### src/rtl/dlasr_pkg.sv
package dlasr_pkg;

    localparam int NUM_CHANNELS_DEF = 8;

    localparam int IN_TDATA_W  = 8;
    localparam int OUT_TDATA_W = 72;
    localparam int CFG_IDX_W   = 2;
    localparam int CFG_DATA_W  = 16;

    localparam int CODE_W  = 16;
    localparam int VOLTS_W = 15;
    localparam int RANGE_W = 14;
    localparam int PULSE_W = 16;
    localparam int HALF_W  = 8;

    typedef enum logic [CFG_IDX_W-1:0] {
        CFG_RANGE_MV       = 2'd0,
        CFG_PULSE_TICKS    = 2'd1,
        CFG_SCK_HALF_TICKS = 2'd2,
        CFG_UNUSED         = 2'd3
    } cfg_idx_t;

    localparam logic [RANGE_W-1:0] RANGE_MV_RST       = 14'd10000;
    localparam logic [PULSE_W-1:0] PULSE_TICKS_RST    = 16'd100;
    localparam logic [HALF_W-1:0]  SCK_HALF_TICKS_RST = 8'd1;

    typedef struct packed {
        logic [RANGE_W-1:0] range_mv;
        logic [PULSE_W-1:0] pulse_ticks;
        logic [HALF_W-1:0]  sck_half_ticks;
    } cfg_t;

    typedef struct packed {
        logic start_req;
        logic busy_req;
        logic dout_a;
        logic dout_b;
    } item_t;

    // one tick's pin drive and word report, before scaling
    typedef struct packed {
        logic                     cnvst_n;
        logic                     cs_n;
        logic                     sck;
        logic                     word_valid;
        logic [1:0]               word_index;
        logic                     last_word;
        logic                     frame_done;
        logic signed [CODE_W-1:0] code_a;
        logic signed [CODE_W-1:0] code_b;
    } step_t;

    typedef struct packed {
        step_t                     step;
        logic signed [VOLTS_W-1:0] volts_a;
        logic signed [VOLTS_W-1:0] volts_b;
    } result_t;

endpackage

### src/rtl/dlasr_seq.sv
module dlasr_seq #(
    parameter int NUM_CHANNELS = dlasr_pkg::NUM_CHANNELS_DEF
) (
    input  logic             clk,
    input  logic             rst_n,
    input  dlasr_pkg::cfg_t  cfg,
    input  logic             in_valid,
    output logic             in_ready,
    input  dlasr_pkg::item_t in_item,
    output logic             out_valid,
    input  logic             out_ready,
    output dlasr_pkg::step_t out_step
);
    import dlasr_pkg::*;

    localparam int WORDS  = (NUM_CHANNELS / 2 == 0) ? 1 : NUM_CHANNELS / 2;
    localparam int WC_RAW = $clog2(WORDS + 1);
    localparam int WC_W   = (WC_RAW < 2) ? 2 : WC_RAW;

    typedef enum logic [2:0] {
        PH_IDLE   = 3'd0,
        PH_CNVLOW = 3'd1,
        PH_SETTLE = 3'd2,
        PH_WAIT   = 3'd3,
        PH_SCKLO  = 3'd4,
        PH_SCKHI  = 3'd5
    } phase_t;

    phase_t             phase_reg, phase_next;
    logic [PULSE_W-1:0] tick_reg, tick_next;
    logic [4:0]         bit_reg, bit_next;
    logic [WC_W-1:0]    word_reg, word_next;
    logic [CODE_W-1:0]  shift_a_reg, shift_a_next;
    logic [CODE_W-1:0]  shift_b_reg, shift_b_next;
    logic               done_reg, done_next;
    logic               valid_reg;
    step_t              step_reg, step_next;

    logic [PULSE_W-1:0] plim;
    logic [HALF_W-1:0]  hlim;
    logic [PULSE_W:0]   tick_sum;
    logic [4:0]         bit_sum;
    logic [WC_W:0]      word_sum;
    logic [CODE_W-1:0]  sa_in, sb_in;
    logic               take;

    assign in_ready  = !valid_reg || out_ready;
    assign take      = in_valid && in_ready;
    assign out_valid = valid_reg;
    assign out_step  = step_reg;

    assign plim     = (cfg.pulse_ticks == '0) ? PULSE_W'(1) : cfg.pulse_ticks;
    assign hlim     = (cfg.sck_half_ticks == '0) ? HALF_W'(1) : cfg.sck_half_ticks;
    assign tick_sum = {1'b0, tick_reg} + (PULSE_W+1)'(1);
    assign bit_sum  = bit_reg + 5'd1;
    assign word_sum = {1'b0, word_reg} + (WC_W+1)'(1);
    assign sa_in    = {shift_a_reg[CODE_W-2:0], in_item.dout_a};
    assign sb_in    = {shift_b_reg[CODE_W-2:0], in_item.dout_b};

    always_comb
    begin
        phase_next   = phase_reg;
        tick_next    = tick_reg;
        bit_next     = bit_reg;
        word_next    = word_reg;
        shift_a_next = shift_a_reg;
        shift_b_next = shift_b_reg;
        done_next    = done_reg;
        step_next    = '0;
        step_next.cnvst_n = 1'b1;
        step_next.cs_n    = 1'b1;
        step_next.sck     = 1'b1;

        unique case (phase_reg)
            PH_IDLE:
            begin
                if (in_item.start_req)
                begin
                    phase_next = PH_CNVLOW;
                    tick_next  = '0;
                end
            end
            PH_CNVLOW:
            begin
                step_next.cnvst_n = 1'b0;
                if (tick_sum >= {1'b0, plim})
                begin
                    tick_next  = '0;
                    phase_next = PH_SETTLE;
                end
                else
                begin
                    tick_next = tick_sum[PULSE_W-1:0];
                end
            end
            PH_SETTLE:
            begin
                if (tick_sum >= {1'b0, plim})
                begin
                    tick_next  = '0;
                    phase_next = PH_WAIT;
                end
                else
                begin
                    tick_next = tick_sum[PULSE_W-1:0];
                end
            end
            PH_WAIT:
            begin
                if (!in_item.busy_req)
                begin
                    phase_next   = PH_SCKLO;
                    tick_next    = '0;
                    bit_next     = '0;
                    word_next    = '0;
                    shift_a_next = '0;
                    shift_b_next = '0;
                end
            end
            PH_SCKLO:
            begin
                step_next.cs_n = 1'b0;
                step_next.sck  = 1'b0;
                if (tick_sum >= (PULSE_W+1)'(hlim))
                begin
                    tick_next  = '0;
                    phase_next = PH_SCKHI;
                    if (bit_sum >= 5'd16)
                    begin
                        bit_next             = '0;
                        step_next.word_valid = 1'b1;
                        step_next.word_index = word_reg[1:0];
                        step_next.last_word  = (word_sum >= (WC_W+1)'(WORDS));
                        step_next.code_a     = $signed(sa_in);
                        step_next.code_b     = $signed(sb_in);
                        word_next            = word_sum[WC_W-1:0];
                        shift_a_next         = '0;
                        shift_b_next         = '0;
                    end
                    else
                    begin
                        bit_next     = bit_sum;
                        shift_a_next = sa_in;
                        shift_b_next = sb_in;
                    end
                end
                else
                begin
                    tick_next = tick_sum[PULSE_W-1:0];
                end
            end
            PH_SCKHI:
            begin
                step_next.cs_n = 1'b0;
                if (tick_sum >= (PULSE_W+1)'(hlim))
                begin
                    tick_next = '0;
                    if (bit_reg == '0 && word_reg >= WC_W'(WORDS))
                    begin
                        phase_next = PH_IDLE;
                        word_next  = '0;
                        done_next  = 1'b1;
                    end
                    else
                    begin
                        phase_next = PH_SCKLO;
                    end
                end
                else
                begin
                    tick_next = tick_sum[PULSE_W-1:0];
                end
            end
            default:
            begin
                phase_next = PH_IDLE;
                tick_next  = '0;
            end
        endcase

        step_next.frame_done = done_next;
    end

    always_ff @(posedge clk or negedge rst_n)
    begin
        if (!rst_n)
        begin
            phase_reg   <= PH_IDLE;
            tick_reg    <= '0;
            bit_reg     <= '0;
            word_reg    <= '0;
            shift_a_reg <= '0;
            shift_b_reg <= '0;
            done_reg    <= 1'b0;
            valid_reg   <= 1'b0;
            step_reg    <= '0;
        end
        else
        begin
            if (take)
            begin
                phase_reg   <= phase_next;
                tick_reg    <= tick_next;
                bit_reg     <= bit_next;
                word_reg    <= word_next;
                shift_a_reg <= shift_a_next;
                shift_b_reg <= shift_b_next;
                done_reg    <= done_next;
                step_reg    <= step_next;
                valid_reg   <= 1'b1;
            end
            else if (out_ready)
            begin
                valid_reg <= 1'b0;
            end
        end
    end

endmodule

### src/rtl/dlasr_scale.sv
module dlasr_scale (
    input  logic                                clk,
    input  logic                                rst_n,
    input  logic [dlasr_pkg::RANGE_W-1:0]       range_mv,
    input  logic                                in_valid,
    output logic                                in_ready,
    input  dlasr_pkg::step_t                    in_step,
    output logic                                out_valid,
    input  logic                                out_ready,
    output dlasr_pkg::result_t                  out_result
);
    import dlasr_pkg::*;

    localparam int PROD_W = CODE_W + RANGE_W + 1;

    logic signed [PROD_W-1:0] prod_a, prod_b;
    logic signed [RANGE_W:0]  range_s;
    logic                     valid_reg;
    result_t                  result_reg;

    assign range_s = $signed({1'b0, range_mv});
    assign prod_a  = in_step.code_a * range_s;
    assign prod_b  = in_step.code_b * range_s;

    assign in_ready   = !valid_reg || out_ready;
    assign out_valid  = valid_reg;
    assign out_result = result_reg;

    always_ff @(posedge clk or negedge rst_n)
    begin
        if (!rst_n)
        begin
            valid_reg  <= 1'b0;
            result_reg <= '0;
        end
        else
        begin
            if (in_valid && in_ready)
            begin
                valid_reg          <= 1'b1;
                result_reg.step    <= in_step;
                // floor(p / 2^15), kept to 15 bits
                result_reg.volts_a <= prod_a[VOLTS_W+14:15];
                result_reg.volts_b <= prod_b[VOLTS_W+14:15];
            end
            else if (out_ready)
            begin
                valid_reg <= 1'b0;
            end
        end
    end

endmodule

### src/rtl/dual_line_adc_serial_readout.sv
// channel  dir  handshake               payload
// s_       in   s_tvalid / s_tready     s_tdata: one pin sample word per tick
// m_       out  m_tvalid / m_tready     m_tdata, m_tuser (word_valid), m_tlast (last_word)
// cfg_     in   cfg_valid / cfg_ready   cfg_index, cfg_data
//
// One result word per input word, one word per cycle sustained while m_tready stays high.
// Registered stages, in order: input register, sequencer step, scaling multiply.
// rst_n clears the config to defaults and the sequencer to idle.
// A stall on m_ tready backs up through each stage; s_tready drops only when all are full.
// cfg_ready is always high; writes land at once.
module dual_line_adc_serial_readout #(
    parameter int NUM_CHANNELS = dlasr_pkg::NUM_CHANNELS_DEF
) (
    input  logic                                clk,
    input  logic                                rst_n,
    input  logic                                s_tvalid,
    output logic                                s_tready,
    // [0] start_req, [1] busy_req, [2] dout_a, [3] dout_b
    input  logic [dlasr_pkg::IN_TDATA_W-1:0]    s_tdata,
    output logic                                m_tvalid,
    input  logic                                m_tready,
    // [0] cnvst_n, [1] cs_n, [2] sck, [4:3] word_index, [20:5] code_a,
    // [36:21] code_b, [51:37] volts_a, [66:52] volts_b, [67] frame_done
    output logic [dlasr_pkg::OUT_TDATA_W-1:0]   m_tdata,
    // [0] word_valid
    output logic [0:0]                          m_tuser,
    output logic                                m_tlast,
    input  logic                                cfg_valid,
    output logic                                cfg_ready,
    input  logic [dlasr_pkg::CFG_IDX_W-1:0]     cfg_index,
    input  logic [dlasr_pkg::CFG_DATA_W-1:0]    cfg_data
);
    import dlasr_pkg::*;

    cfg_t    cfg_reg;
    logic    in_valid_reg;
    item_t   in_item_reg;
    logic    seq_in_ready;
    logic    seq_valid;
    logic    scale_ready;
    step_t   seq_step;
    result_t res;

    assign cfg_ready = 1'b1;
    assign s_tready  = !in_valid_reg || seq_in_ready;

    always_ff @(posedge clk or negedge rst_n)
    begin
        if (!rst_n)
        begin
            cfg_reg.range_mv       <= RANGE_MV_RST;
            cfg_reg.pulse_ticks    <= PULSE_TICKS_RST;
            cfg_reg.sck_half_ticks <= SCK_HALF_TICKS_RST;
            in_valid_reg           <= 1'b0;
            in_item_reg            <= '0;
        end
        else
        begin
            if (cfg_valid && cfg_ready)
            begin
                unique case (cfg_idx_t'(cfg_index))
                    CFG_RANGE_MV:       cfg_reg.range_mv       <= cfg_data[RANGE_W-1:0];
                    CFG_PULSE_TICKS:    cfg_reg.pulse_ticks    <= cfg_data[PULSE_W-1:0];
                    CFG_SCK_HALF_TICKS: cfg_reg.sck_half_ticks <= cfg_data[HALF_W-1:0];
                    default:            ;
                endcase
            end
            if (s_tvalid && s_tready)
            begin
                in_valid_reg          <= 1'b1;
                in_item_reg.start_req <= s_tdata[0];
                in_item_reg.busy_req  <= s_tdata[1];
                in_item_reg.dout_a    <= s_tdata[2];
                in_item_reg.dout_b    <= s_tdata[3];
            end
            else if (seq_in_ready)
            begin
                in_valid_reg <= 1'b0;
            end
        end
    end

    dlasr_seq #(
        .NUM_CHANNELS (NUM_CHANNELS)
    ) u_seq (
        .clk       (clk),
        .rst_n     (rst_n),
        .cfg       (cfg_reg),
        .in_valid  (in_valid_reg),
        .in_ready  (seq_in_ready),
        .in_item   (in_item_reg),
        .out_valid (seq_valid),
        .out_ready (scale_ready),
        .out_step  (seq_step)
    );

    dlasr_scale u_scale (
        .clk        (clk),
        .rst_n      (rst_n),
        .range_mv   (cfg_reg.range_mv),
        .in_valid   (seq_valid),
        .in_ready   (scale_ready),
        .in_step    (seq_step),
        .out_valid  (m_tvalid),
        .out_ready  (m_tready),
        .out_result (res)
    );

    assign m_tdata = {
        4'b0000,
        res.step.frame_done,
        res.volts_b,
        res.volts_a,
        res.step.code_b,
        res.step.code_a,
        res.step.word_index,
        res.step.sck,
        res.step.cs_n,
        res.step.cnvst_n
    };
    assign m_tuser = res.step.word_valid;
    assign m_tlast = res.step.last_word;

endmodule

### config.mk
export PLATFORM = sky130hd
export DESIGN_NAME = dual_line_adc_serial_readout
export DESIGN_NICKNAME = d
export VERILOG_FILES = /design/src/rtl/dlasr_pkg.sv /design/src/rtl/dlasr_seq.sv /design/src/rtl/dlasr_scale.sv /design/src/rtl/dual_line_adc_serial_readout.sv
export SDC_FILE = /design/constraint.sdc
export NUM_CORES = 1
export LEC_CHECK = 0
export ABC_AREA = 1
export BUFFER_PORTS_ARGS = -buffer_cell sky130_fd_sc_hd__buf_2
export CAP_MARGIN = 10
export CORE_MARGIN = 8
export CORE_UTILIZATION = 59
export DETAILED_ROUTE_END_ITERATION = 10
export PLACE_DENSITY = 0.8
export SLEW_MARGIN = 15
export SYNTH_ARGS = -nofsm -noshare
export SYNTH_HDL_FRONTEND = slang
export SYNTH_SLANG_ARGS = --single-unit
### constraint.sdc
create_clock -name clk -period 5.5 [get_ports clk]
set_clock_uncertainty 0.2 [all_clocks]
set_input_delay 0.275 -clock clk [delete_from_list [all_inputs] [get_ports clk]]
set_output_delay 0.275 -clock clk [all_outputs]
set_load 0.005 [all_outputs]
==> results of run 1 <==
## cell usage after synthesis, types with 3 or more instances
cell      count
dfstp_2       9
o21bai_1      9
buf_1         3
clkbuf_1    111
or2_2        10
xor2_1       22
nand4_1      20
nand3_2       8
nor2_2        4
nand3_1      89
o21a_1        6
nor4_1        7
a21o_1       14
buf_4         6
o22ai_1       4
a31oi_1      10
o21ai_1      39
fa_1        426
nor2_1       82
dfrtp_1     203
xnor2_1      19
o21ai_0     170
inv_1       919
mux2_2        3
inv_2         4
nand2_2       4
nand2_1     889
a21oi_1      67
nand3b_1      4
buf_6         5
nor3_1       20
buf_2         7
ha_1        166
## path summary, 6_finish.rpt
path,startpoint,depth (start not counted),slack [ps],end
max reg2reg,cfg_reg[27],27,-320,u_scale.out_result[7]
min reg2reg,u_scale.out_result[23],2,260,u_scale.out_result[23]
max in group asynchronous,rst_n,3,3820,u_seq.out_step[6]
min in group clk,cfg_valid,3,190,cfg_reg[0]
min,rst_n,2,150,u_seq.tick_reg[10]
max,cfg_reg[27],27,-320,u_scale.out_result[7]
## layout make-up
class	instances	area, um2
flip-flops and latches	212	5323
inverters	924	3468
fillers	3214	12670
clock inverters	14	200.2
multi-input cells	2114	18490
well taps	600	750.7
repair buffers	431	3541
clock buffers	30	643.1
## repair_timing
action,in CTS,in global routing
endpoints found under the setup margin,30,30
endpoints found under the hold margin,134,0
pin swaps,57,47
gates cloned,0,5
hold buffers,24,0
resized for setup,155,105
setup buffers,13,14
## power by group
group / internal, mW / total (mW) / switching, mW
sequential: 1.70 / 1.83 / 0.123
clock: 1.03 / 1.73 / 0.703
combinational: 0.409 / 1.21 / 0.802
total: 3.14 / 4.77 / 1.63
## cells by family (layout without fill, tap and decap cells)
group	after synthesis	count (layout)	synth area share, %
xor gates and xnor gates	41	41	1.341
AOI/OAI and AO/OA	330	330	6.666
adders and majority gates	592	592	39.59
other	2	5	0.02804
and+or+nand+nor	1143	1143	17.34
buffers and inverters	1056	1399	15.06
muxes	3	3	0.1261
DFF	212	212	19.85
## layer usage
layer	GRT usage, %	up-vias	wire length (um)
li1	-	10530	-
met1	31.90	11200	27430
met2	50.36	846	37680
met3	3.560	256	4473
met4	11.74	0	3595
met5	0	-	0
## stage by stage
stage	total power, mW	hold WS [ps]
2_1_floorplan	2.526	-220.6
3_3_place_gp	2.916	145.8
3_5_place_dp	2.936	149.6
4_1_cts	4.705	147.3
5_1_grt	4.958	194.5
6_report	4.769	150.5
==> results.md, run 1 <==
- Status: complete, but fails checks
- Violated checks: setup timing
- Synthesized flop and latch total: 212
- Clk root buf: clkbuf_16
- Worst Setup Start Kind: register
- Crit path buf inv count: 11
- Syn Std Cell Area: around 27000 um2
- Synth Flop Type: dfrtp_1
- Static Leak: 19.18 nW
- Placed insts: 4225
- Ant. Diodes: 0
- Clk Latency, worst-skew pair: 550 ps
- Full die area: 52470 um2
- Non-filler cells in the finished layout: 4325
- Port buffer count: 98
- DR pass1 iterations: 6
- Drt first-iter violations: 1892
- Crit-path max FO: 11
- Largest register FFs: 70
- Unique masters post-synth: 46
- Highest-delay cell along the critical path: fa_1
- Max Cap Violations: 0
- Synth warnings: 0
- Peak supply drop: ~0.00027 V
- Required time of the worst setup path: 5780 ps
- Placed Area: 29990 um2
- TritonCTS clock tree: built
- Share of the synthesized area in the top cell type: about a third
- Grt total ovfl: 0
- DRC Markers: 0
- Die Y: 229.1 um
- Power Dens Cells: 147.1 nW/um2
- Final min period: 5822 ps
- Pin count of the biggest net entering global routing: 124
- WS Path Type: reg -> reg
- Final Slew Violations: 0
- Commonest cells after routing, fill and taps aside: 878 x inv_1, 855 x nand2_1, 410 x fa_1
- Chip width: 229.1 um
- I/O Pins: 108
- Wire per inst: 16.92 um
- CP Data Arrival Time: ~6100 ps
- Clock Sinks: 212
- DR vias: 22830
- Hold Crit Class: in -> async
- Crit path top cell by count: fa_1
- Final worst setup slack: -322.0 ps
- GR Util All Layers: between 20% and 30%
- Layout cells sized above 1: 18.95%
- Cells after Synth: ~3400
- RSZ-0062 raised after global routing: true
- Vias in the first global route: roughly 24000
- Slew HR: 27.18%
- Seq/Total Area, Yosys: about a fifth
- Final wirelength: 73.17 mm
- Clock Path Buffers: 3
- Final Hold Vio Count: 0
- Final Util: 71.90%
- Post-DP HPWL: 55.37 mm
- Area leader, netlist: fa_1
- Total CTS buffers: 24
- Gpl congestion: between 0.9 and 1
- First-pass GRT wire length: about 120 mm
- Post-DRT Antenna Nets: 0
- Final nets: roughly 4300
- Delay-heaviest family, CP: adder cells
- Vias per cell: 5.279
- Least-Margin Pin Slew: 1091 ps
- Initial antenna violation count: 0
- Largest cells by area after synthesis: fa_1 32%, dfrtp_1 19%, inv_1 13%, nand2_1 12%, ha_1 7.8%
- Area growth syn-to-layout: 21.03%
- Clk pin slew, worst setup/hold paths: approximately 60 ps
- Mapped Avg Cell Area: 7.927 um2
- EDFF count, synth: 0
- Initial Utilization: 59.40%
- Max Fclk: ~0.17 GHz
- Final Instance Area: 32420 um2
- Fin crit share: 105.9%
- # setup viols final: 30
- Pre-CTS setup slack: -454.8 ps
- Commonest non-fill, non-tap cell in the layout: inv_1
- Max incr delay on CP: 550 ps
- Asr flop ratio synth: 100.0%
- Setup TNS: -7328 ps
- Core footprint: between 40000 and 50000 um2
- Num rows: 78
- H-tree Lvls: 1
- Worst setup EP type: register
No activity file was read; power rests on OpenSTA's default activity.
==> run 2: changes to the inputs <==
--- a/config.mk
+++ b/config.mk
@@ -15,4 +15,5 @@
 export SLEW_MARGIN = 15
 export SYNTH_ARGS = -nofsm -noshare
 export SYNTH_HDL_FRONTEND = slang
+export SYNTH_HIERARCHICAL = 1
 export SYNTH_SLANG_ARGS = --single-unit
==> results.md, run 2 <==
- Status: complete, but fails checks
- Violated checks: setup timing
- WS Path Type: reg -> reg
- Logic gate share of total power: 27.6% (+2.2 points)
- Mapped Avg Cell Area: 7.664 um2 (-3.3%)
- H-tree Lvls: 1 (unchanged)
- Layout cells sized above 1: 18.05% (-0.90 points)
- Fin crit share: 105.0% (-0.86 points)
- Final nets: 4510 (+4.2%)
- Final Hold Vio Count: 0 (unchanged)
- Tot Pwr: 4.774 mW (+0.12%)
- DR vias: 24350 (+6.7%)
- Share of the synthesized area in the top cell type: 30.83% (-1.0 points)
- FILL cells: 3272 (+1.8%)
- Clk pwr share: 35.0% (-1.3 points)
- Synth cell count leaders: 1158 x nand2_1, 875 x inv_1, 426 x fa_1, 203 x dfrtp_1, 190 x nand3_1
- Synth Flop Type: dfrtp_1
- Die Y: 232.5 um (+1.5%)
- Top-count cell post-synth: nand2_1
- Clk pin slew, worst setup/hold paths: 70 ps (about the same)
- Placed insts: 4397 (+4.1%)
- Least-Margin Pin Slew: 919.9 ps (-171.2 ps)
- Unique masters post-synth: 48 (+4.3%)
- TritonCTS clock tree: built
- Seq pwr share: 37.4% (-0.9 points)
- Chip width: 232.5 um (+1.5%)
- RSZ-0062 raised after global routing: true
- Commonest cells after routing, fill and taps aside: 1101 x nand2_1, 840 x inv_1, 411 x fa_1
- Final Slew Violations: 0 (unchanged)
- Static Leak: 19.95 nW (+4.0%)
- Clock Path Buffers: 3 (unchanged)
- Pin count of the biggest net entering global routing: 109 (-12%)
- Post-DP HPWL: 53.88 mm (-2.7%)
- Asr flop ratio synth: 100.0% (unchanged)
- # setup viols final: 29 (-3.3%)
- Worst Setup Start Kind: register
- EDFF count, synth: 0 (unchanged)
- Core footprint: 46460 um2 (+3.0%)
- Drt first-iter violations: 2125 (+12%)
- Max Cap Violations: 0 (unchanged)
- Post-DRT Antenna Nets: 0 (unchanged)
- Area leader, netlist: fa_1
- Vias per cell: 5.395 (+2.2%)
- Final Util: 71.01% (-0.88 points)
- Initial antenna violation count: 2 (+2)
- Max Fclk: 0.1732 GHz (+0.82%)
- Switching power total: 1.751 mW (+7.6%)
- Required time of the worst setup path: 5670 ps (-110 ps)
- Slew HR: 38.68% (+11 points)
- Clk root buf: clkbuf_16
- Num rows: 79 (+1.3%)
- Largest cells by area after synthesis: fa_1 31%, dfrtp_1 18%, nand2_1 16%, inv_1 12%, ha_1 7.5%
- Seq/Total Area, Yosys: 19.22% (-0.63 points)
- Final min period: 5775 ps (-47.33 ps)
- Largest register FFs: 70 (unchanged)
- Crit-path max FO: 5 (-6)
- Initial Utilization: 59.54% (+0.13 points)
- Synthesized flop and latch total: 212 (unchanged)
- Full die area: 54060 um2 (+3.0%)
- GR Util All Layers: 27.70% (+0.25 points)
- Gpl congestion: 0.9328 (-2.5%)
- Wire per inst: 16.56 um (-2.1%)
- Synth warnings: 6 (+6)
- Multi-input logic area: 19660 um2 (+6.3%)
- Non-filler cells in the finished layout: 4514 (+4.4%)
- Commonest non-fill, non-tap cell in the layout: nand2_1
- First-pass GRT wire length: 123.3 mm (+4.0%)
- Worst setup EP type: register
- Hold Crit Class: in -> async
- Total CTS buffers: 24 (unchanged)
- Setup TNS: -4380 ps (+2948 ps)
- I/O Pins: 108 (unchanged)
- DR pass1 iterations: 8 (+2)
- Port buffer count: 98 (unchanged)
- Clk Latency, worst-skew pair: 560 ps (about the same)
- CP Data Arrival Time: 5950 ps (-150 ps)
- Internal power: 3.023 mW (-3.7%)
- Peak supply drop: 0.0003128 V (+16%)
- Final wirelength: 74.73 mm (+2.1%)
- Final worst setup slack: -274.7 ps (+47.33 ps)
- Hold slack: 110.1 ps (-40.41 ps)
- Cells after Synth: 3609 (+6.8%)
- Reg area: 5326 um2 (about the same)
- Power Dens Cells: 144.7 nW/um2 (-1.6%)
- Clock Sinks: 212 (unchanged)
- DRC Markers: 0 (unchanged)
- Grt total ovfl: 0 (unchanged)
- FF-to-FF path depth: 22 (-19%)
- Area growth syn-to-layout: 19.28%
- Syn Std Cell Area: 27660 um2 (+3.3%)
- Vias in the first global route: 25320 (+4.8%)
- Switching part of the total: 36.67% (+2.5 points)
## run 2: power by group through the flow
stage,Sequential [mW],Combinational [mW],Clock [mW]
finish,1.78,1.32,1.67
global route,1.80,1.42,1.74
CTS,1.78,1.26,1.68
detailed placement,1.81,1.16,0
global placement,1.81,1.13,0
floorplan,1.77,0.734,0
## run 2: kinds of logic after synthesis
group | synth area share, %
flops | 19.22
buf+inv | 14.14
xor+xnor | 0.8550
compound gates | 3.813
fa+ha+maj | 38.34
simple gates | 23.60
other cells | 0.02715
## run 2: worst max-delay path: stages, from the launching register on
cell and delay [ps]:
dfstp_2 650, buf_12 140, buf_16 120, nand2_1 60
fa_1 470, fa_1 520, inv_1 60, fa_1 560
fa_1 430, fa_1 490, inv_1 50, fa_1 480
inv_1 70, ha_4 310, nand2_4 70, nor2_1 100
inv_1 70, buf_4 150, nor2_2 130, nand2_1 100
nand2_1 110, xnor2_1 150, o21ai_1 90
## run 2: routing by layer
| layer | vias to the layer above | track usage [%] | routed length (um) | share of wire [%] |
|---|---|---|---|---|
| li1 | 11160 | - | - | - |
| met1 | 11770 | 35.17 | 29150 | 39 |
| met2 | 1164 | 46.44 | 35910 | 48 |
| met3 | 267 | 5.334 | 6488 | 8.7 |
| met4 | 0 | 11.09 | 3192 | 4.3 |
| met5 | - | 0 | 0 | 0 |
## run 2: area by class of cell
class,count,share of cell area [%]
antenna,2,0.01517
timing repair buffer,381,9.421
multi-input combinational,2383,59.60
sequential,212,16.15
clock buffer,29,1.938
tap,607,2.302
inverter,885,10.08
clock inverter,15,0.5044
## run 2: what timing repair did
item,in CTS,in global routing
cloned,2,1
hold endpoints to repair,139,0
gates resized for setup,204,104
endpoints found under the setup margin,30,30
setup buffers,25,3
pin swaps,82,52
hold buffers,41,0
## run 2: per-stage QoR
| step | worst slack [ps] | cell area, um2 |
|---|---|---|
| 2_1_floorplan | 1.879 | 27720 |
| 3_3_place_gp | -280.4 | 30230 |
| 3_5_place_dp | -328.3 | 30230 |
| 4_1_cts | -134.7 | 32610 |
| 5_1_grt | -485.5 | 32990 |
| 6_report | -274.7 | 32990 |
## run 2: path summary, 6_finish.rpt
check                            startpoint                     end  slack, ps
worst max-delay path            cfg_reg[32]  u_scale/out_result[16]       -270
worst min-delay path                  rst_n  u_scale/out_result[22]        110
worst max register to register  cfg_reg[32]  u_scale/out_result[16]       -270
worst min register to register  cfg_reg[10]             cfg_reg[10]        270
max in group asynchronous             rst_n      u_seq/out_step[31]       3860
min in group clk                  cfg_valid             cfg_reg[26]        130
